### src/design/assert_macros.svh
// Assertion macros shared by the decoder RTL.
// Every assertion is clocked on clk and disabled while arst_n is low.
`ifndef ASSERT_MACROS_SVH
`define ASSERT_MACROS_SVH

// Checks that a property holds at every rising edge out of reset.
`define U8_ASSERT(label, prop, msg) \
	label: assert property (@(posedge clk) disable iff (!arst_n) (prop)) else $error(msg);

// Checks that a condition never holds at any rising edge out of reset.
`define U8_ASSERT_NEVER(label, cond, msg) \
	label: assert property (@(posedge clk) disable iff (!arst_n) !(cond)) else $error(msg);

`endif

### src/design/u8u16_pkg.sv
// Types and constants for the UTF-8 to UTF-16 decoder.
// Used by the decode stage, the result queue and the top level; depends on nothing.
package u8u16_pkg;

	// Code unit given for invalid and cut-off input.
	localparam logic [15:0] REPLACEMENT = 16'hFFFD;

	// Payload masks of lead and following bytes.
	localparam logic [7:0] LEAD3_MASK = 8'h0F;
	localparam logic [7:0] LEAD2_MASK = 8'h1F;
	localparam logic [7:0] TAIL_MASK  = 8'h3F;
	localparam logic [7:0] LEAD3_FLAG = 8'h20;

	// Number of bytes still owed to a held sequence.
	localparam logic [1:0] NEED_NONE = 2'd0;
	localparam logic [1:0] NEED_ONE  = 2'd1;
	localparam logic [1:0] NEED_TWO  = 2'd2;

	// Result queue geometry.
	localparam int QDEPTH = 4;
	localparam int PTR_W  = $clog2(QDEPTH);
	localparam int CNT_W  = $clog2(QDEPTH + 1);

	// One result transaction.
	typedef struct packed {
		logic [15:0] code_unit;
		logic        last_of_run;
		logic        text_done;
	} result_t;

	// Everything one input byte produces: zero, one or two results.
	typedef struct packed {
		logic [1:0] count;
		result_t    first;
		result_t    second;
	} dec_out_t;

endpackage

### src/design/u8u16_chan_if.sv
// Valid/ready channel interfaces for the decoder's byte input and code unit output.
// Self-contained; the payload widths are those of the byte stream and of UTF-16.
interface u8u16_in_if;
	logic       valid;
	logic       ready;
	logic [7:0] byte_in;
	logic       end_of_text;

	modport source(output valid, output byte_in, output end_of_text, input ready);
	modport sink(input valid, input byte_in, input end_of_text, output ready);
endinterface

interface u8u16_out_if;
	logic        valid;
	logic        ready;
	logic [15:0] code_unit;
	logic        last_of_run;
	logic        text_done;

	modport source(output valid, output code_unit, output last_of_run, output text_done,
		input ready);
	modport sink(input valid, input code_unit, input last_of_run, input text_done,
		output ready);
endinterface

### src/design/u8u16_decode.sv
// Decode stage: holds the partial-sequence state and turns one byte into its results.
// Depends on u8u16_pkg and assert_macros.svh.
`include "assert_macros.svh"

module u8u16_decode (
	input  logic                clk,
	input  logic                arst_n,
	input  logic                advance,
	input  logic [7:0]          byte_in,
	input  logic                end_of_text,
	output u8u16_pkg::dec_out_t dec
);

	logic [1:0]  need_q;
	logic [7:0]  lead_q;
	logic [7:0]  tail_q;
	logic [1:0]  need_d;
	logic [7:0]  lead_d;
	logic [7:0]  tail_d;
	logic [15:0] alone;
	logic [7:0]  lead_bits;
	logic [7:0]  mid_bits;
	logic [7:0]  low_bits;
	logic [15:0] joined;

	// A byte decoded on its own: ASCII passes, anything else is replaced.
	assign alone = byte_in[7] ? u8u16_pkg::REPLACEMENT : {8'h00, byte_in};

	// Combine the held lead, the held first tail and the current byte.
	assign mid_bits = tail_q & u8u16_pkg::TAIL_MASK;
	assign low_bits = byte_in & u8u16_pkg::TAIL_MASK;
	always_comb begin
		if ((lead_q & u8u16_pkg::LEAD3_FLAG) != 8'h00) begin
			lead_bits = lead_q & u8u16_pkg::LEAD3_MASK;
			joined    = {lead_bits[3:0], mid_bits[5:0], low_bits[5:0]};
		end else begin
			lead_bits = lead_q & u8u16_pkg::LEAD2_MASK;
			joined    = {5'b00000, lead_bits[4:0], low_bits[5:0]};
		end
	end

	// Results and next state for the byte in the stage.
	always_comb begin
		need_d     = u8u16_pkg::NEED_NONE;
		lead_d     = 8'h00;
		tail_d     = 8'h00;
		dec.count  = 2'd1;
		dec.first  = '{code_unit: alone, last_of_run: 1'b1, text_done: end_of_text};
		dec.second = '{code_unit: alone, last_of_run: 1'b1, text_done: 1'b1};
		case (need_q)
			u8u16_pkg::NEED_TWO: begin
				if (end_of_text) begin
					// Three-byte sequence cut off: replace the lead, then the byte alone.
					dec.count = 2'd2;
					dec.first = '{code_unit: u8u16_pkg::REPLACEMENT, last_of_run: 1'b0,
						text_done: 1'b0};
				end else begin
					need_d    = u8u16_pkg::NEED_ONE;
					lead_d    = lead_q;
					tail_d    = byte_in;
					dec.count = 2'd0;
				end
			end
			u8u16_pkg::NEED_ONE: begin
				dec.first.code_unit = joined;
			end
			default: begin
				// Nothing held: a two- or three-byte lead is held back unless the text ends here.
				if (!end_of_text && (byte_in inside {[8'hE0:8'hEF]})) begin
					need_d    = u8u16_pkg::NEED_TWO;
					lead_d    = byte_in;
					dec.count = 2'd0;
				end else if (!end_of_text && (byte_in inside {[8'hC0:8'hDF]})) begin
					need_d    = u8u16_pkg::NEED_ONE;
					lead_d    = byte_in;
					dec.count = 2'd0;
				end
			end
		endcase
	end

	// Sequence state, updated when the byte leaves the stage.
	always_ff @(posedge clk or negedge arst_n) begin
		if (!arst_n) begin
			need_q <= u8u16_pkg::NEED_NONE;
			lead_q <= 8'h00;
			tail_q <= 8'h00;
		end else if (advance) begin
			need_q <= need_d;
			lead_q <= lead_d;
			tail_q <= tail_d;
		end
	end

	`U8_ASSERT_NEVER(a_need_unused, need_q == 2'd3, "unused sequence state reached")
	`U8_ASSERT(a_eot_clears, advance && end_of_text |=> need_q == u8u16_pkg::NEED_NONE,
		"state held after end of text")

endmodule

### src/design/u8u16_res_queue.sv
// Result queue: takes up to two results a cycle and hands out one per transaction.
// Depends on u8u16_pkg, u8u16_chan_if and assert_macros.svh.
`include "assert_macros.svh"

module u8u16_res_queue (
	input  logic                clk,
	input  logic                arst_n,
	input  logic                push,
	input  u8u16_pkg::dec_out_t din,
	output logic                space_ok,
	u8u16_out_if.source         unit_ch
);

	u8u16_pkg::result_t                 mem_q [u8u16_pkg::QDEPTH];
	logic [u8u16_pkg::PTR_W-1:0]        wr_ptr_q;
	logic [u8u16_pkg::PTR_W-1:0]        rd_ptr_q;
	logic [u8u16_pkg::CNT_W-1:0]        count_q;
	logic [1:0]                         n_push;
	logic                               pop;

	// Room for the worst case of two results, judged on the registered fill level.
	assign space_ok = count_q <= u8u16_pkg::CNT_W'(u8u16_pkg::QDEPTH - 2);
	assign n_push   = push ? din.count : 2'd0;
	assign pop      = unit_ch.valid && unit_ch.ready;

	// The head entry drives the output directly from registers.
	assign unit_ch.valid       = count_q != '0;
	assign unit_ch.code_unit   = mem_q[rd_ptr_q].code_unit;
	assign unit_ch.last_of_run = mem_q[rd_ptr_q].last_of_run;
	assign unit_ch.text_done   = mem_q[rd_ptr_q].text_done;

	// Storage for queued results.
	always_ff @(posedge clk) begin
		if (n_push != 2'd0) begin
			mem_q[wr_ptr_q] <= din.first;
		end
		if (n_push == 2'd2) begin
			mem_q[wr_ptr_q + u8u16_pkg::PTR_W'(1)] <= din.second;
		end
	end

	// Pointers and fill level.
	always_ff @(posedge clk or negedge arst_n) begin
		if (!arst_n) begin
			wr_ptr_q <= '0;
			rd_ptr_q <= '0;
			count_q  <= '0;
		end else begin
			wr_ptr_q <= wr_ptr_q + u8u16_pkg::PTR_W'(n_push);
			rd_ptr_q <= rd_ptr_q + u8u16_pkg::PTR_W'(pop);
			count_q  <= count_q + u8u16_pkg::CNT_W'(n_push) - u8u16_pkg::CNT_W'(pop);
		end
	end

	`U8_ASSERT(a_no_overflow, count_q <= u8u16_pkg::CNT_W'(u8u16_pkg::QDEPTH),
		"result queue fill level out of range")
	`U8_ASSERT_NEVER(a_push_full, (n_push != 2'd0) && !space_ok,
		"results pushed without room in the queue")

endmodule

### src/design/utf8_to_utf16_decoder_core.sv
// UTF-8 to UTF-16 decoder for the Basic Multilingual Plane, one byte per transaction.
// Each byte is held in the input register and decoded, and its results are written into
// the queue, whose head entry drives the output from registers.
// Throughput: one byte per cycle while the queue has room; a byte producing two results is absorbed by the queue.
// Input stalls only when the four-entry result queue is backed up by the output side.
// Reset (arst_n low, asynchronous) empties the stage and queue and clears held sequences.
module utf8_to_utf16_decoder_core (
	input  logic        clk,
	input  logic        arst_n,
	u8u16_in_if.sink    byte_ch,
	u8u16_out_if.source unit_ch
);

	logic                valid_s1;
	logic [7:0]          byte_s1;
	logic                eot_s1;
	logic                advance;
	logic                space_ok;
	u8u16_pkg::dec_out_t dec;

	// The stage empties into the queue when there is room.
	assign advance       = valid_s1 && space_ok;
	assign byte_ch.ready = !valid_s1 || advance;

	// Input register.
	always_ff @(posedge clk or negedge arst_n) begin
		if (!arst_n) begin
			valid_s1 <= 1'b0;
		end else if (byte_ch.ready) begin
			valid_s1 <= byte_ch.valid;
		end
	end

	always_ff @(posedge clk) begin
		if (byte_ch.valid && byte_ch.ready) begin
			byte_s1 <= byte_ch.byte_in;
			eot_s1  <= byte_ch.end_of_text;
		end
	end

	u8u16_decode u_decode (
		.clk         (clk),
		.arst_n      (arst_n),
		.advance     (advance),
		.byte_in     (byte_s1),
		.end_of_text (eot_s1),
		.dec         (dec)
	);

	u8u16_res_queue u_queue (
		.clk      (clk),
		.arst_n   (arst_n),
		.push     (advance),
		.din      (dec),
		.space_ok (space_ok),
		.unit_ch  (unit_ch)
	);

endmodule
### src/flat_wrapper.sv
// flat-port wrapper written by rule: the top's interface ports become plain ports
module utf8_to_utf16_decoder_core_flat 
  (clk, arst_n, byte_ch_valid, byte_ch_byte_in, byte_ch_end_of_text, byte_ch_ready, unit_ch_valid, unit_ch_code_unit, unit_ch_last_of_run, unit_ch_text_done, unit_ch_ready);
  u8u16_in_if byte_ch_i ();
  u8u16_out_if unit_ch_i ();
  input  logic clk;
  input  logic arst_n;
  input wire logic [$bits(byte_ch_i.valid)-1:0] byte_ch_valid;
  input wire logic [$bits(byte_ch_i.byte_in)-1:0] byte_ch_byte_in;
  input wire logic [$bits(byte_ch_i.end_of_text)-1:0] byte_ch_end_of_text;
  output wire logic [$bits(byte_ch_i.ready)-1:0] byte_ch_ready;
  output wire logic [$bits(unit_ch_i.valid)-1:0] unit_ch_valid;
  output wire logic [$bits(unit_ch_i.code_unit)-1:0] unit_ch_code_unit;
  output wire logic [$bits(unit_ch_i.last_of_run)-1:0] unit_ch_last_of_run;
  output wire logic [$bits(unit_ch_i.text_done)-1:0] unit_ch_text_done;
  input wire logic [$bits(unit_ch_i.ready)-1:0] unit_ch_ready;
  assign byte_ch_i.valid = byte_ch_valid;
  assign byte_ch_i.byte_in = byte_ch_byte_in;
  assign byte_ch_i.end_of_text = byte_ch_end_of_text;
  assign byte_ch_ready = byte_ch_i.ready;
  assign unit_ch_valid = unit_ch_i.valid;
  assign unit_ch_code_unit = unit_ch_i.code_unit;
  assign unit_ch_last_of_run = unit_ch_i.last_of_run;
  assign unit_ch_text_done = unit_ch_i.text_done;
  assign unit_ch_i.ready = unit_ch_ready;
  utf8_to_utf16_decoder_core u_core (.clk(clk), .arst_n(arst_n), .byte_ch(byte_ch_i), .unit_ch(unit_ch_i));
endmodule
### config.mk
export PLATFORM = sky130hd
export DESIGN_NAME = utf8_to_utf16_decoder_core_flat
export DESIGN_NICKNAME = d
export VERILOG_FILES = /design/src/design/u8u16_pkg.sv /design/src/design/u8u16_chan_if.sv /design/src/design/u8u16_decode.sv /design/src/design/u8u16_res_queue.sv /design/src/design/utf8_to_utf16_decoder_core.sv /design/src/flat_wrapper.sv
export VERILOG_INCLUDE_DIRS = /design/src /design/src/design
export SDC_FILE = /design/constraint.sdc
export NUM_CORES = 1
export LEC_CHECK = 0
export ABC_AREA = 1
export BUFFER_PORTS_ARGS = -buffer_cell sky130_fd_sc_hd__buf_2
export CELL_PAD_IN_SITES_DETAIL_PLACEMENT = 0
export CELL_PAD_IN_SITES_GLOBAL_PLACEMENT = 1
export CORE_AREA = 2 2 125 103
export CTS_CLUSTER_SIZE = 24
export DETAILED_ROUTE_END_ITERATION = 12
export DIE_AREA = 0 0 127 105
export GPL_ROUTABILITY_DRIVEN = 1
export PLACE_DENSITY = 0.86
export SETUP_SLACK_MARGIN = 0.2
export SLEW_MARGIN = 20
export SYNTH_ARGS = -nofsm -noshare
export SYNTH_HDL_FRONTEND = slang
export SYNTH_HIERARCHICAL = 1
export SYNTH_SLANG_ARGS = --single-unit
### constraint.sdc
create_clock -name clk -period 2.7 [get_ports clk]
set_input_delay 0.81 -clock clk [delete_from_list [all_inputs] [get_ports clk]]
set_output_delay 0.81 -clock clk [all_outputs]
set_load 0.02 [all_outputs]
==> results of run 1 <==
per-stage QoR:
step / total power [mW] / std cells / setup slack (ps)
2_1_floorplan: 4.52 / 635 / 205
3_3_place_gp: 5.25 / 799 / 333
3_5_place_dp: 5.35 / 799 / 238
4_1_cts: 6.76 / 815 / 204
5_1_grt: 7.47 / 821 / 146
6_report: 6.95 / 821 / 236
Yosys cell counts (all sizes together):
| cell type | number |
|---|---|
| buf | 28 |
| nand3 | 12 |
| fa | 1 |
| or2 | 1 |
| clkbuf | 10 |
| nor2 | 70 |
| a21oi | 4 |
| xnor2 | 2 |
| nand2 | 182 |
| o211ai | 5 |
| conb | 1 |
| nand4 | 2 |
| dfrtp | 22 |
| o21ai | 138 |
| clkinv | 1 |
| edfxtp | 81 |
| o22ai | 6 |
| inv | 63 |
| ha | 5 |
kinds of logic (layout without fill, tap and decap cells):
family          count (synthesis)  after routing  synth area share, %
compound gates                153            153                 15.0
xor+xnor                        2              2                0.316
fa+ha+maj                       6              6                 1.49
buf+inv                       102            136                 9.63
flops                         103            103                 53.8
other cells                     1              2               0.0676
simple gates                  267            267                 19.8
worst reg2reg max path: cells and delay by family (launching register included):
kind / cells / cell delay, ps
AND/OR/NAND/NOR: 7 / 460
flip-flops: 1 / 400
adder cells (fa/ha/maj): 3 / 850
XOR/XNOR: 1 / 160
buffers and inverters: 5 / 350
sequential cells by signal, indices dropped and copies added, names as in the netlist:
| signal | cells |
|---|---|
| u_core/eot_s1 | 1 |
| u_core/u_decode/need_q | 2 |
| u_core/u_queue/rd_ptr_q | 2 |
| u_core/u_decode/lead_q | 6 |
| u_core/u_queue/wr_ptr_q | 2 |
| u_core/u_queue/count_q | 3 |
| u_core/u_queue/mem_q | 72 |
| u_core/u_decode/tail_q | 6 |
| u_core/valid_s1 | 1 |
| u_core/byte_s1 | 8 |
area by class of cell:
class / count / area, µm²
well taps: 152 / 190
repair inverters: 1 / 8.76
clock inverters: 4 / 77.6
fillers: 1116 / 5790
inverters: 64 / 255
flip-flops and latches: 103 / 2980
clock buffers: 12 / 246
repair buffers: 55 / 382
multi-input cells: 430 / 2050
worst max path at each step:
stage,from,to,slack [ps]
detailed placement,u_core/u_decode/need_q[0],u_core/u_queue/count_q[2],240
global route,u_core/u_decode/need_q[0],u_core/u_queue/count_q[2],150
floorplan,u_core/u_decode/need_q[0],u_core/u_queue/count_q[2],210
finish,u_core/u_queue/rd_ptr_q[0],unit_ch_code_unit[4],240
global placement,u_core/u_decode/need_q[0],u_core/u_queue/count_q[2],330
CTS,u_core/u_queue/rd_ptr_q[0],unit_ch_last_of_run,200
layer usage:
metal	share of wire [%]	vias up	global-route usage [%]
li1	-	2141	-
met1	49	1977	26.3
met2	45	114	28.8
met3	5.0	20	3.69
met4	1.6	0	6.59
met5	0	-	0
what timing repair did:
action	CTS	global route
endpoints found under the setup margin	14	13
hold buffers	0	0
gates resized for setup	4	13
gates cloned	0	3
buffers inserted	0	3
power by group:
part	internal, mW	total, mW	switching (mW)
combinational	1.08	3.15	2.06
clock	0.843	1.39	0.551
sequential	2.24	2.42	0.174
total	4.17	6.95	2.79
==> results_tabular.tex, run 1 <==
\begin{tabular}{lr}
\hline
Metric & Value \\
\hline
\multicolumn{2}{l}{\textbf{Synthesis}} \\
\quad Number of library cell types mapped by synthesis & 31 \\
\quad Post-synthesis cell type with the largest combined area & edfxtp\_1 \\
\quad Most area-consuming cells after synthesis & edfxtp\_1 44\%, nand2\_1 12\%, dfrtp\_1 9.9\% \\
\quad Average cell area after synthesis & 8.75 µm² \\
\quad Mapped Area & between 5000 and 6000 µm² \\
\quad Fraction of post-synthesis cell area in the top cell type by area & between 40 and 50\% \\
\quad Syn. warnings & 6 \\
\quad Sequential element share of the synthesized area & around 54\% \\
\quad Post-synthesis cell count & between 600 and 700 \\
\quad Synthesis-stage register bit count & around 100 \\
\multicolumn{2}{l}{\textbf{Floorplan}} \\
\quad Initial standard-cell utilization of the core & approximately 46\% \\
\quad Row Count & 36 \\
\quad Floorplan Core Area & 12000 µm² \\
\quad Die area & $\sim$13000 µm² \\
\quad Floorplan die height & around 110 µm \\
\quad Horiz. Die Dim & 127 µm \\
\quad I/O pin count & 33 \\
\multicolumn{2}{l}{\textbf{Timing}} \\
\quad Period utilization & 91.2\% \\
\quad Worst rel slew slack & approximately two thirds \\
\quad Final slew viol count & 0 \\
\quad Post-Route Setup TNS & 0 ps \\
\quad Time the worst path needs with I/O delays and setup & 2460 ps \\
\quad Transition time at the pin with the least slew margin & between 500 and 600 ps \\
\quad Number of failing hold endpoints at the final stage & 0 \\
\quad Unrepaired setup endpoints after global routing & yes \\
\quad Worst hold margin & 428 ps \\
\quad Setup clock skew after layout & around 9.4 ps \\
\quad Final count of negative-setup-slack endpoints & 0 \\
\quad Fmax & a little over 400 MHz \\
\multicolumn{2}{l}{\textbf{Clock network}} \\
\quad TritonCTS sink count & 103 \\
\quad Clock transition at the registers of the reported paths & around 70 ps \\
\quad Clock network latency to the later pin of the worst-skew pair & about 350 ps \\
\quad Clock tree from TritonCTS & done \\
\quad CTS root buf & clkbuf\_16 \\
\quad Number of buffers created by CTS & 9 \\
\quad CTS H-Tree Depth & 3 \\
\quad Number of buffers on the longest clock path & 2 \\
\multicolumn{2}{l}{\textbf{Critical path}} \\
\quad Category of the worst setup path capture point & primary output \\
\quad Cell at the slowest stage of the critical path & dfrtp\_2 \\
\quad Setup crit start kind & flip-flop \\
\quad Cell depth of the worst setup path & 4 \\
\quad Critical path data arrival time & about 1700 ps \\
\quad End of the worst register-to-register path & u\_core/u\_queue/count\_q[2] \\
\quad Ordered list of cells on the worst path & buf\_12 > nor2\_1 > o21ai\_0 > buf\_2 \\
\quad Crit path largest cell delay & approximately 500 ps \\
\quad Top delay family on crit path & flip-flops \\
\quad Bufs and invs on worst path & 2 \\
\quad Register-to-Register Path Depth & 16 \\
\quad Worst Path Max Fanout & 20 \\
\quad R2R setup slack & around 370 ps \\
\quad Crit path kind & flip-flop to primary output \\
\quad Startpoint of the worst register-to-register path & u\_core/u\_decode/need\_q[0] \\
\quad Required time at the endpoint of the critical path & 1890 ps \\
\multicolumn{2}{l}{\textbf{Route}} \\
\quad First-pass iteration count of the detailed router & 5 \\
\quad Vias per std cell & 5.18 \\
\quad Final WL & roughly 12 mm \\
\quad Via count & between 4000 and 5000 \\
\quad DRC errors left & 0 \\
\quad Wire per inst & 15.0 µm \\
\quad Final antenna-violating net count & 0 \\
\quad Violation count after the first detailed-route iteration & approximately 410 \\
\multicolumn{2}{l}{\textbf{Global route}} \\
\quad Global routing usage summed across all routing layers & 18.6\% \\
\quad GR Overflow Total & 0 \\
\quad Initial antenna violation count & 0 \\
\quad Number of global-route vias before repair & between 3000 and 4000 \\
\quad Maximum number of pins on one net before global-route repair & 40 \\
\quad First-pass GRT wire length & between 15 and 20 mm \\
\multicolumn{2}{l}{\textbf{Pwr}} \\
\quad Power per cell area & around 1100 nW/µm² \\
\quad Leakage power total & 2.86 nW \\
\quad IR drop worst, VDD & around 700 µV \\
\multicolumn{2}{l}{\textbf{Final layout}} \\
\quad Final \#Nets & 683 \\
\quad Most common library cell in the layout ignoring fill and taps & nand2\_1 \\
\quad Layout overhead on the synthesized area & 11.6\% \\
\quad Share of final-layout standard cells stronger than drive strength 1 & between 10\% and 20\% \\
\quad Post-layout util & between 50\% and 60\% \\
\quad Post-layout instance area & a little over 6000 µm² \\
\quad Leading cell types in the layout, fill and taps excluded & 176 x nand2\_1, 81 x edfxtp\_1, 68 x o21ai\_1 \\
\quad Diodes inserted & 0 \\
\multicolumn{2}{l}{\textbf{Place}} \\
\quad Final RePlAce weighted congestion & around 0.84 \\
\quad Detailed placement HPWL & 8.07 mm \\
\quad Placed Area & roughly 5700 µm² \\
\quad Count of input and output buffers & 32 \\
\multicolumn{2}{l}{\textbf{Worst hold path}} \\
\quad Worst min-delay path category & primary input to asynchronous set/reset pin \\
\multicolumn{2}{l}{\textbf{Run status}} \\
\quad Status & complete, no violations \\
\multicolumn{2}{l}{\textbf{Job}} \\
\quad Max-cap violations & 0 \\
\hline
\end{tabular}
(Power assumes the default switching activity.)
==> run 2, diff against run 1 <==
--- a/config.mk
+++ b/config.mk
@@ -10,11 +10,12 @@
 export BUFFER_PORTS_ARGS = -buffer_cell sky130_fd_sc_hd__buf_2
 export CELL_PAD_IN_SITES_DETAIL_PLACEMENT = 0
 export CELL_PAD_IN_SITES_GLOBAL_PLACEMENT = 1
-export CORE_AREA = 2 2 125 103
+export CORE_AREA = 3 3 126 104
 export CTS_CLUSTER_SIZE = 24
 export DETAILED_ROUTE_END_ITERATION = 12
-export DIE_AREA = 0 0 127 105
+export DIE_AREA = 0 0 129 107
 export GPL_ROUTABILITY_DRIVEN = 1
+export GPL_TIMING_DRIVEN = 0
 export PLACE_DENSITY = 0.86
 export SETUP_SLACK_MARGIN = 0.2
 export SLEW_MARGIN = 20
==> run 2 against run 1 <==
  * Global-route usage rose by 3.3 points
  * Cell count up 2.2%
  * Routed wire length is 17% higher
  * Maximum frequency rose by 1.7%
  * Register-to-register slack worse by 60 ps
  * Count of clock-buffer cells in the layout fell by 3
  * Setup slack improved by 41 ps
  * Critical endpoint is now unit_ch_code_unit[6]
  * Flip-flop and latch count unchanged
  * Core utilization rose by 1.5 points
  * Clock skew is 3.5 ps lower
  * Highest routed layer unchanged
  * Worst hold slack got worse by 0.99 ps
  * Die area grew 3.5%
==> results_tabular.tex, run 2 (synthesis gave the netlist of run 1 again) <==
\begin{tabular}{lr}
\hline
Metric & Value \\
\hline
\multicolumn{2}{l}{\textbf{Final layout}} \\
\quad Share of final-layout standard cells stronger than drive strength 1 & 18.8\% (+3.5 points) \\
\quad Most flop-heavy register & u\_core/u\_queue/mem\_q \\
\quad Flip-flop count of the largest register after layout & 72 (unchanged) \\
\quad Layout overhead on the synthesized area & 14.7\% \\
\quad Most common library cell in the layout ignoring fill and taps & nand2\_1 \\
\quad Diodes inserted & 0 (unchanged) \\
\quad Leading cell types in the layout, fill and taps excluded & 169 x nand2\_1, 81 x edfxtp\_1, 69 x o21ai\_1 \\
\quad Post-layout util & 53.1\% (+1.5 points) \\
\quad Final \#Nets & 701 (+2.6\%) \\
\quad Fin cells & 839 (+2.2\%) \\
\quad Biggest regs & u\_core/u\_queue/mem\_q: 72 flops, u\_core/byte\_s1: 8 flops \\
\quad Post-layout instance area & 6360 µm² (+2.8\%) \\
\multicolumn{2}{l}{\textbf{Pwr}} \\
\quad Post-layout total power & 7.00 mW (+0.65\%) \\
\quad IR drop worst, VDD & 510 µV (-27\%) \\
\quad Cell-internal power & 4.12 mW (-1.2\%) \\
\quad Clock network fraction of design power & 19.8\% (-0.2 points) \\
\quad Portion of total power attributed to sequential cells & 34.3\% (-0.4 points) \\
\quad Switching portion of total power & 41.2\% (+1.1 points) \\
\quad Net switching power of the design & 2.88 mW (+3.4\%) \\
\quad Power per cell area & 1100 nW/µm² (-2.1\%) \\
\quad Proportion of power drawn by combinational gates & 45.9\% (+0.7 points) \\
\quad Leakage power total & 2.96 nW (+3.5\%) \\
\multicolumn{2}{l}{\textbf{Place}} \\
\quad Final RePlAce weighted congestion & 0.861 (+2.0\%) \\
\quad Post-Place Setup Slack & -423 ps (-661 ps) \\
\quad Detailed placement HPWL & 9.80 mm (+22\%) \\
\quad Number of cells after detailed placement & 819 (+2.5\%) \\
\quad Count of input and output buffers & 32 (unchanged) \\
\quad Placed Area & 5900 µm² (+2.8\%) \\
\multicolumn{2}{l}{\textbf{Route}} \\
\quad Wire per inst & 17.2 µm (+14\%) \\
\quad First-pass iteration count of the detailed router & 5 (unchanged) \\
\quad Via count & 4501 (+5.9\%) \\
\quad Violation count after the first detailed-route iteration & 434 (+6.4\%) \\
\quad DRC errors left & 0 (unchanged) \\
\quad Vias per std cell & 5.36 (+3.6\%) \\
\quad Final WL & 14.4 mm (+17\%) \\
\quad Final antenna-violating net count & 0 (unchanged) \\
\multicolumn{2}{l}{\textbf{Timing}} \\
\quad Time the worst path needs with I/O delays and setup & 2420 ps (-41.1 ps) \\
\quad Transition time at the pin with the least slew margin & 793 ps (+279 ps) \\
\quad Setup clock skew after layout & 5.89 ps (-3.53 ps) \\
\quad Fmax & 413 MHz (+1.7\%) \\
\quad Slack of the critical path & 278 ps (+41.1 ps) \\
\quad Period utilization & 89.7\% (-1.5 points) \\
\quad Final slew viol count & 0 (unchanged) \\
\quad Unrepaired setup endpoints after global routing & yes \\
\quad Worst rel slew slack & 47.1\% (-19 points) \\
\quad Final count of negative-setup-slack endpoints & 0 (unchanged) \\
\quad Number of failing hold endpoints at the final stage & 0 (unchanged) \\
\multicolumn{2}{l}{\textbf{Critical path}} \\
\quad Category of the worst setup path capture point & primary output \\
\quad Bufs and invs on worst path & 3 (+1) \\
\quad Ordered list of cells on the worst path & inv\_4 > clkbuf\_4 > o21ai\_0 > o21ai\_1 > buf\_2 \\
\quad Critical path data arrival time & 1610 ps (-40 ps) \\
\quad R2R setup slack & 310 ps (-60 ps) \\
\quad Setup crit start kind & flip-flop \\
\quad Startpoint of the worst register-to-register path & u\_core/u\_decode/need\_q[1] \\
\quad Worst Path Max Fanout & 10 (-50\%) \\
\quad Crit path largest cell delay & 450 ps (-50 ps) \\
\quad Register-to-Register Path Depth & 10 (-6) \\
\quad Top delay family on crit path & buffers and inverters \\
\quad Cell at the slowest stage of the critical path & dfrtp\_2 \\
\quad Crit path kind & flip-flop to primary output \\
\quad Required time at the endpoint of the critical path & 1890 ps (about the same) \\
\quad End of the worst register-to-register path & u\_core/u\_queue/mem\_q[0][11] \\
\multicolumn{2}{l}{\textbf{Global route}} \\
\quad Initial antenna violation count & 0 (unchanged) \\
\quad Global routing usage summed across all routing layers & 22.0\% (+3.3 points) \\
\quad Maximum number of pins on one net before global-route repair & 23 (-43\%) \\
\quad GR Overflow Total & 0 (unchanged) \\
\quad First-pass GRT wire length & 23.3 mm (+19\%) \\
\quad Number of global-route vias before repair & 4419 (+12\%) \\
\multicolumn{2}{l}{\textbf{Clock network}} \\
\quad Number of buffers on the longest clock path & 2 (unchanged) \\
\quad TritonCTS sink count & 103 (unchanged) \\
\quad Clock network latency to the later pin of the worst-skew pair & 340 ps (about the same) \\
\quad Number of buffers created by CTS & 9 (unchanged) \\
\quad Clock transition at the registers of the reported paths & 70 ps (about the same) \\
\quad Hold bufs inserted after CTS & 0 (unchanged) \\
\quad CTS H-Tree Depth & 3 (unchanged) \\
\quad Clock tree from TritonCTS & done \\
\quad CTS root buf & clkbuf\_16 \\
\multicolumn{2}{l}{\textbf{Job}} \\
\quad Max-cap violations & 0 (unchanged) \\
\multicolumn{2}{l}{\textbf{Floorplan}} \\
\quad Row Count & 36 (unchanged) \\
\quad Floorplan Core Area & 12000 µm² (unchanged) \\
\quad Horiz. Die Dim & 129 µm (+1.6\%) \\
\quad I/O pin count & 33 (unchanged) \\
\quad Floorplan die height & 107 µm (+1.9\%) \\
\quad Initial standard-cell utilization of the core & 46.3\% (unchanged) \\
\quad Die area & 13800 µm² (+3.5\%) \\
\multicolumn{2}{l}{\textbf{Worst hold path}} \\
\quad Worst min-delay path category & primary input to asynchronous set/reset pin \\
\multicolumn{2}{l}{\textbf{Run status}} \\
\quad Status & complete, no violations \\
\hline
\end{tabular}
-- run 2: changes by cell type in the layout (fill, tap and decap cells not counted), moves of 2 or more --
| cell | previous run | this run |
|---|---|---|
| clkbuf_8 | 1 | 3 |
| inv_4 | 1 | 3 |
| clkbuf_4 | 0 | 3 |
| nand2_1 | 176 | 169 |
| clkbuf_1 | 2 | 0 |
| buf_12 | 2 | 0 |
| nand2_4 | 4 | 10 |
| buf_2 | 31 | 36 |
| buf_6 | 1 | 12 |
-- run 2: layout make-up --
cell class                 instances  area [µm²]
fill                            1103        5620
inverter                          64         248
clock inverter                     7        93.8
clock buffer                       9         225
buffer                            38         337
multi-input combinational        430        2100
tap                              152         190
sequential                       103        2980
timing repair buffer              36         190
-- run 2: repair_timing --
item | 4_1_cts | 5_1_grt
setup buffers | 3 | 1
endpoints found under the setup margin | 92 | 91
gates resized for setup | 29 | 21
pin swaps | 1 | 2
-- run 2: worst max path at each step --
stage | endpoint | cells after the start | from
2_1_floorplan | u_core/u_queue/count_q[2] | 17 | u_core/u_decode/need_q[0]
3_3_place_gp | u_core/u_queue/mem_q[0][9] | 9 | u_core/byte_s1[7]
3_5_place_dp | u_core/u_queue/mem_q[0][10] | 9 | u_core/byte_s1[7]
4_1_cts | unit_ch_code_unit[6] | 5 | u_core/u_queue/rd_ptr_q[0]
5_1_grt | u_core/u_queue/count_q[2] | 17 | u_core/u_decode/need_q[0]
6_report | unit_ch_code_unit[6] | 5 | u_core/u_queue/rd_ptr_q[0]
-- run 2: power by group through the flow --
stage	sequential (mW)	combinational [mW]	clock, mW
2_1_floorplan	2.39	2.13	0
4_1_cts	2.39	3.12	1.41
3_5_place_dp	2.45	2.98	0
5_1_grt	2.43	3.61	1.47
6_report	2.40	3.21	1.39
3_3_place_gp	2.43	2.90	0
-- run 2: through the flow --
stage                     hold WS (ps)  setup TNS (ps)
after floorplan                    449               0
after global placement             466          -21750
after detailed placement           476          -27160
after CTS                          442               0
after global routing               467               0
final                              427               0
-- run 2: worst register-to-register path, stage by stage (launching register included) --
cell and delay (ps):
dfrtp_1 400, ha_1 280, buf_4 170, inv_4 60, nand2_4 110, nand2_4 50, buf_4 150, nor2_8 180
nand2_4 150, buf_6 200, nand2_4 280
-- run 2: layer usage --
metal	part of all wire [%]	GRT usage (%)	vias up	routed length (µm)
met3	8.3	4.53	28	1190
met1	44	30.9	2092	6360
li1	-	-	2185	-
met5	0	0	-	0
met4	2.2	7.57	0	312
met2	45	33.9	196	6530
==> run 3, diff against run 2 <==
--- a/config.mk
+++ b/config.mk
@@ -10,14 +10,13 @@
 export BUFFER_PORTS_ARGS = -buffer_cell sky130_fd_sc_hd__buf_2
 export CELL_PAD_IN_SITES_DETAIL_PLACEMENT = 0
 export CELL_PAD_IN_SITES_GLOBAL_PLACEMENT = 1
-export CORE_AREA = 3 3 126 104
+export CORE_AREA = 3 3 136 112
 export CTS_CLUSTER_SIZE = 24
 export DETAILED_ROUTE_END_ITERATION = 12
-export DIE_AREA = 0 0 129 107
+export DIE_AREA = 0 0 139 115
 export GPL_ROUTABILITY_DRIVEN = 1
 export GPL_TIMING_DRIVEN = 0
-export PLACE_DENSITY = 0.86
-export SETUP_SLACK_MARGIN = 0.2
+export PLACE_DENSITY = 0.76
 export SLEW_MARGIN = 20
 export SYNTH_ARGS = -nofsm -noshare
 export SYNTH_HDL_FRONTEND = slang
==> run 3 against run 2 <==
  * Worst hold slack worse by 3.5 ps
  * Highest routed layer unchanged
  * Register-to-register slack worse by 90 ps
  * Non-clock buffer count is 2 lower
  * Power is 2.1% lower
  * Cell count is 3.7% higher
  * Flip-flop and latch count stayed put
==> results_tabular.tex, run 3 (synthesis gave the netlist of run 1 again) <==
\begin{tabular}{lr}
\hline
Metric & Value \\
\hline
\multicolumn{2}{l}{\textbf{Clock network}} \\
\quad Hold bufs inserted after CTS & 0 (unchanged) \\
\quad Number of buffers created by CTS & 9 (unchanged) \\
\quad CTS H-Tree Depth & 3 (unchanged) \\
\quad Clock transition at the registers of the reported paths & 70 ps (about the same) \\
\quad Clock network latency to the later pin of the worst-skew pair & 350 ps (about the same) \\
\quad Clock tree from TritonCTS & done \\
\quad Number of buffers on the longest clock path & 2 (unchanged) \\
\quad TritonCTS sink count & 103 (unchanged) \\
\quad CTS root buf & clkbuf\_16 \\
\multicolumn{2}{l}{\textbf{Global route}} \\
\quad First-pass GRT wire length & 22.8 mm (-2.1\%) \\
\quad Global routing usage summed across all routing layers & 18.5\% (-3.5 points) \\
\quad Initial antenna violation count & 0 (unchanged) \\
\quad Number of global-route vias before repair & 4210 (-4.7\%) \\
\quad GR Overflow Total & 0 (unchanged) \\
\quad Maximum number of pins on one net before global-route repair & 23 (unchanged) \\
\multicolumn{2}{l}{\textbf{Final layout}} \\
\quad Fin cells & 870 (+3.7\%) \\
\quad Flip-flop count of the largest register after layout & 72 (unchanged) \\
\quad Post-layout util & 45.1\% (-8.0 points) \\
\quad Layout overhead on the synthesized area & 14.3\% \\
\quad Leading cell types in the layout, fill and taps excluded & 169 x nand2\_1, 81 x edfxtp\_1, 67 x nor2\_1, 67 x o21ai\_1, 59 x o21ai\_0 \\
\quad Most flop-heavy register & u\_core/u\_queue/mem\_q \\
\quad Post-layout instance area & 6340 µm² (-0.35\%) \\
\quad Most common library cell in the layout ignoring fill and taps & nand2\_1 \\
\quad Final \#Nets & 700 (-0.14\%) \\
\quad Share of final-layout standard cells stronger than drive strength 1 & 18.5\% (-0.26 points) \\
\quad Diodes inserted & 0 (unchanged) \\
\quad Biggest regs & u\_core/u\_queue/mem\_q: 72 flops, u\_core/byte\_s1: 8 flops \\
\multicolumn{2}{l}{\textbf{Floorplan}} \\
\quad Floorplan die height & 115 µm (+7.5\%) \\
\quad Floorplan Core Area & 14100 µm² (+17\%) \\
\quad Row Count & 39 (+8.3\%) \\
\quad Initial standard-cell utilization of the core & 39.5\% (-6.8 points) \\
\quad I/O pin count & 33 (unchanged) \\
\quad Horiz. Die Dim & 139 µm (+7.8\%) \\
\quad Die area & 16000 µm² (+16\%) \\
\multicolumn{2}{l}{\textbf{Place}} \\
\quad Placed Area & 5940 µm² (+0.68\%) \\
\quad Final RePlAce weighted congestion & 0.850 (-1.3\%) \\
\quad Count of input and output buffers & 32 (unchanged) \\
\quad Detailed placement HPWL & 9.94 mm (+1.4\%) \\
\quad Number of cells after detailed placement & 851 (+3.9\%) \\
\multicolumn{2}{l}{\textbf{Timing}} \\
\quad Number of failing hold endpoints at the final stage & 0 (unchanged) \\
\quad Time the worst path needs with I/O delays and setup & 2650 ps (+232 ps) \\
\quad Period utilization & 98.3\% (+8.6 points) \\
\quad Worst hold margin & 424 ps (-3.48 ps) \\
\quad Worst rel slew slack & 49.8\% (+2.7 points) \\
\quad Fmax & 377 MHz (-8.7\%) \\
\quad Final slew viol count & 0 (unchanged) \\
\quad Setup clock skew after layout & 7.04 ps (+1.16 ps) \\
\quad Final count of negative-setup-slack endpoints & 0 (unchanged) \\
\quad Unrepaired setup endpoints after global routing & no \\
\quad Transition time at the pin with the least slew margin & 753 ps (-39.8 ps) \\
\multicolumn{2}{l}{\textbf{Critical path}} \\
\quad R2R setup slack & 220 ps (-90 ps) \\
\quad Critical path data arrival time & 1840 ps (+230 ps) \\
\quad Category of the worst setup path capture point & primary output \\
\quad Cell occurring most often along the worst timing path & o21ai\_0 \\
\quad Cell at the slowest stage of the critical path & dfrtp\_2 \\
\quad Crit path largest cell delay & 460 ps (about the same) \\
\quad Required time at the endpoint of the critical path & 1890 ps (about the same) \\
\quad End of the worst register-to-register path & u\_core/u\_queue/count\_q[2] \\
\quad Register-to-Register Path Depth & 17 (+7) \\
\quad Ordered list of cells on the worst path & clkinvlp\_4 > clkbuf\_4 > o21ai\_0 > o21ai\_0 > buf\_2 \\
\quad Setup crit start kind & flip-flop \\
\quad Startpoint of the worst register-to-register path & u\_core/u\_decode/need\_q[0] \\
\quad Crit path kind & flip-flop to primary output \\
\quad Worst Path Max Fanout & 10 (unchanged) \\
\multicolumn{2}{l}{\textbf{Route}} \\
\quad First-pass iteration count of the detailed router & 5 (unchanged) \\
\quad Via count & 4446 (-1.2\%) \\
\quad Final WL & 14.4 mm (+0.11\%) \\
\quad Vias per std cell & 5.11 (-4.7\%) \\
\quad Wire per inst & 16.6 µm (-3.5\%) \\
\quad DRC errors left & 0 (unchanged) \\
\quad Final antenna-violating net count & 0 (unchanged) \\
\quad Violation count after the first detailed-route iteration & 563 (+30\%) \\
\multicolumn{2}{l}{\textbf{Pwr}} \\
\quad Proportion of power drawn by combinational gates & 45.9\% (about the same) \\
\quad Cell-internal power & 3.97 mW (-3.7\%) \\
\quad Net switching power of the design & 2.88 mW (about the same) \\
\quad Clock network fraction of design power & 19.0\% (-0.8 points) \\
\quad Leakage power total & 2.92 nW (-1.4\%) \\
\quad Post-layout total power & 6.85 mW (-2.1\%) \\
\quad Portion of total power attributed to sequential cells & 35.0\% (+0.7 points) \\
\quad Switching portion of total power & 42.1\% (+0.93 points) \\
\quad IR drop worst, VDD & 469 µV (-7.9\%) \\
\quad Power per cell area & 1080 nW/µm² (-1.8\%) \\
\multicolumn{2}{l}{\textbf{Run status}} \\
\quad Status & complete, no violations \\
\multicolumn{2}{l}{\textbf{Worst hold path}} \\
\quad Worst min-delay path category & primary input to asynchronous set/reset pin \\
\multicolumn{2}{l}{\textbf{Job}} \\
\quad Max-cap violations & 0 (unchanged) \\
\hline
\end{tabular}
-- run 3: cell types whose count changed in the layout (fill, tap and decap cells not counted), sizes merged --
cell | before | now
clkinv | 2 | 1
clkinvlp | 1 | 4
inv | 66 | 65
clkbuf | 16 | 19
buf | 67 | 63
bufinv | 2 | 1
-- run 3: how the worst max path moves through the flow --
stage / end / cells past startpoint / slack (ps) / startpoint
finish: unit_ch_code_unit[6] / 5 / 50 / u_core/u_queue/rd_ptr_q[1]
global route: unit_ch_code_unit[14] / 5 / 10 / u_core/u_queue/rd_ptr_q[0]
CTS: unit_ch_code_unit[6] / 6 / 4 / u_core/u_queue/rd_ptr_q[1]
detailed placement: u_core/u_queue/mem_q[0][14] / 10 / -430 / u_core/u_decode/need_q[0]
global placement: u_core/u_queue/mem_q[0][9] / 9 / -360 / u_core/byte_s1[7]
floorplan: u_core/u_queue/count_q[2] / 17 / 210 / u_core/u_decode/need_q[0]
-- run 3: through the flow --
step / setup WS (ps) / TNS, ps
global placement: -358 / -23850
finish: 45.6 / 0
global route: 12.3 / 0
detailed placement: -432 / -27860
CTS: 3.83 / 0
floorplan: 205 / 0
-- run 3: timing repair --
action                     CTS  global route
setup buffers                1             2
pin swaps                    0             2
gates resized for setup     18            15
cloned                       0             1
hold endpoints to repair     0             0
setup endpoints to repair   85            83
-- run 3: power by group through the flow --
stage | Clock, mW | Combinational (mW) | Sequential [mW]
finish | 1.30 | 3.15 | 2.40
global route | 1.40 | 3.57 | 2.43
CTS | 1.33 | 3.10 | 2.39
detailed placement | 0 | 3.01 | 2.44
global placement | 0 | 2.94 | 2.43
floorplan | 0 | 2.13 | 2.39
-- run 3: area by class of cell --
class	count	area, µm²
fill	1325	7710
multi-input combinational	430	2090
timing repair inverter	1	5.00
buffer	37	305
sequential	103	2980
inverter	64	246
clock inverter	6	67.6
clock buffer	10	229
tap	184	230
timing repair buffer	35	183
-- run 3: critical path: cells and delay by family (launching register included) --
family,cells,cell delay (ps)
AOI/OAI and AO/OA,2,390
DFF,1,460
buffers and inverters,3,640
-- run 3: layer usage --
layer	track usage (%)	part of all wire (%)	up-vias
li1	-	-	2179
met4	7.69	3.1	0
met5	0	0	-
met1	25.6	46	2043
met2	28.4	43	185
met3	4.41	7.5	39
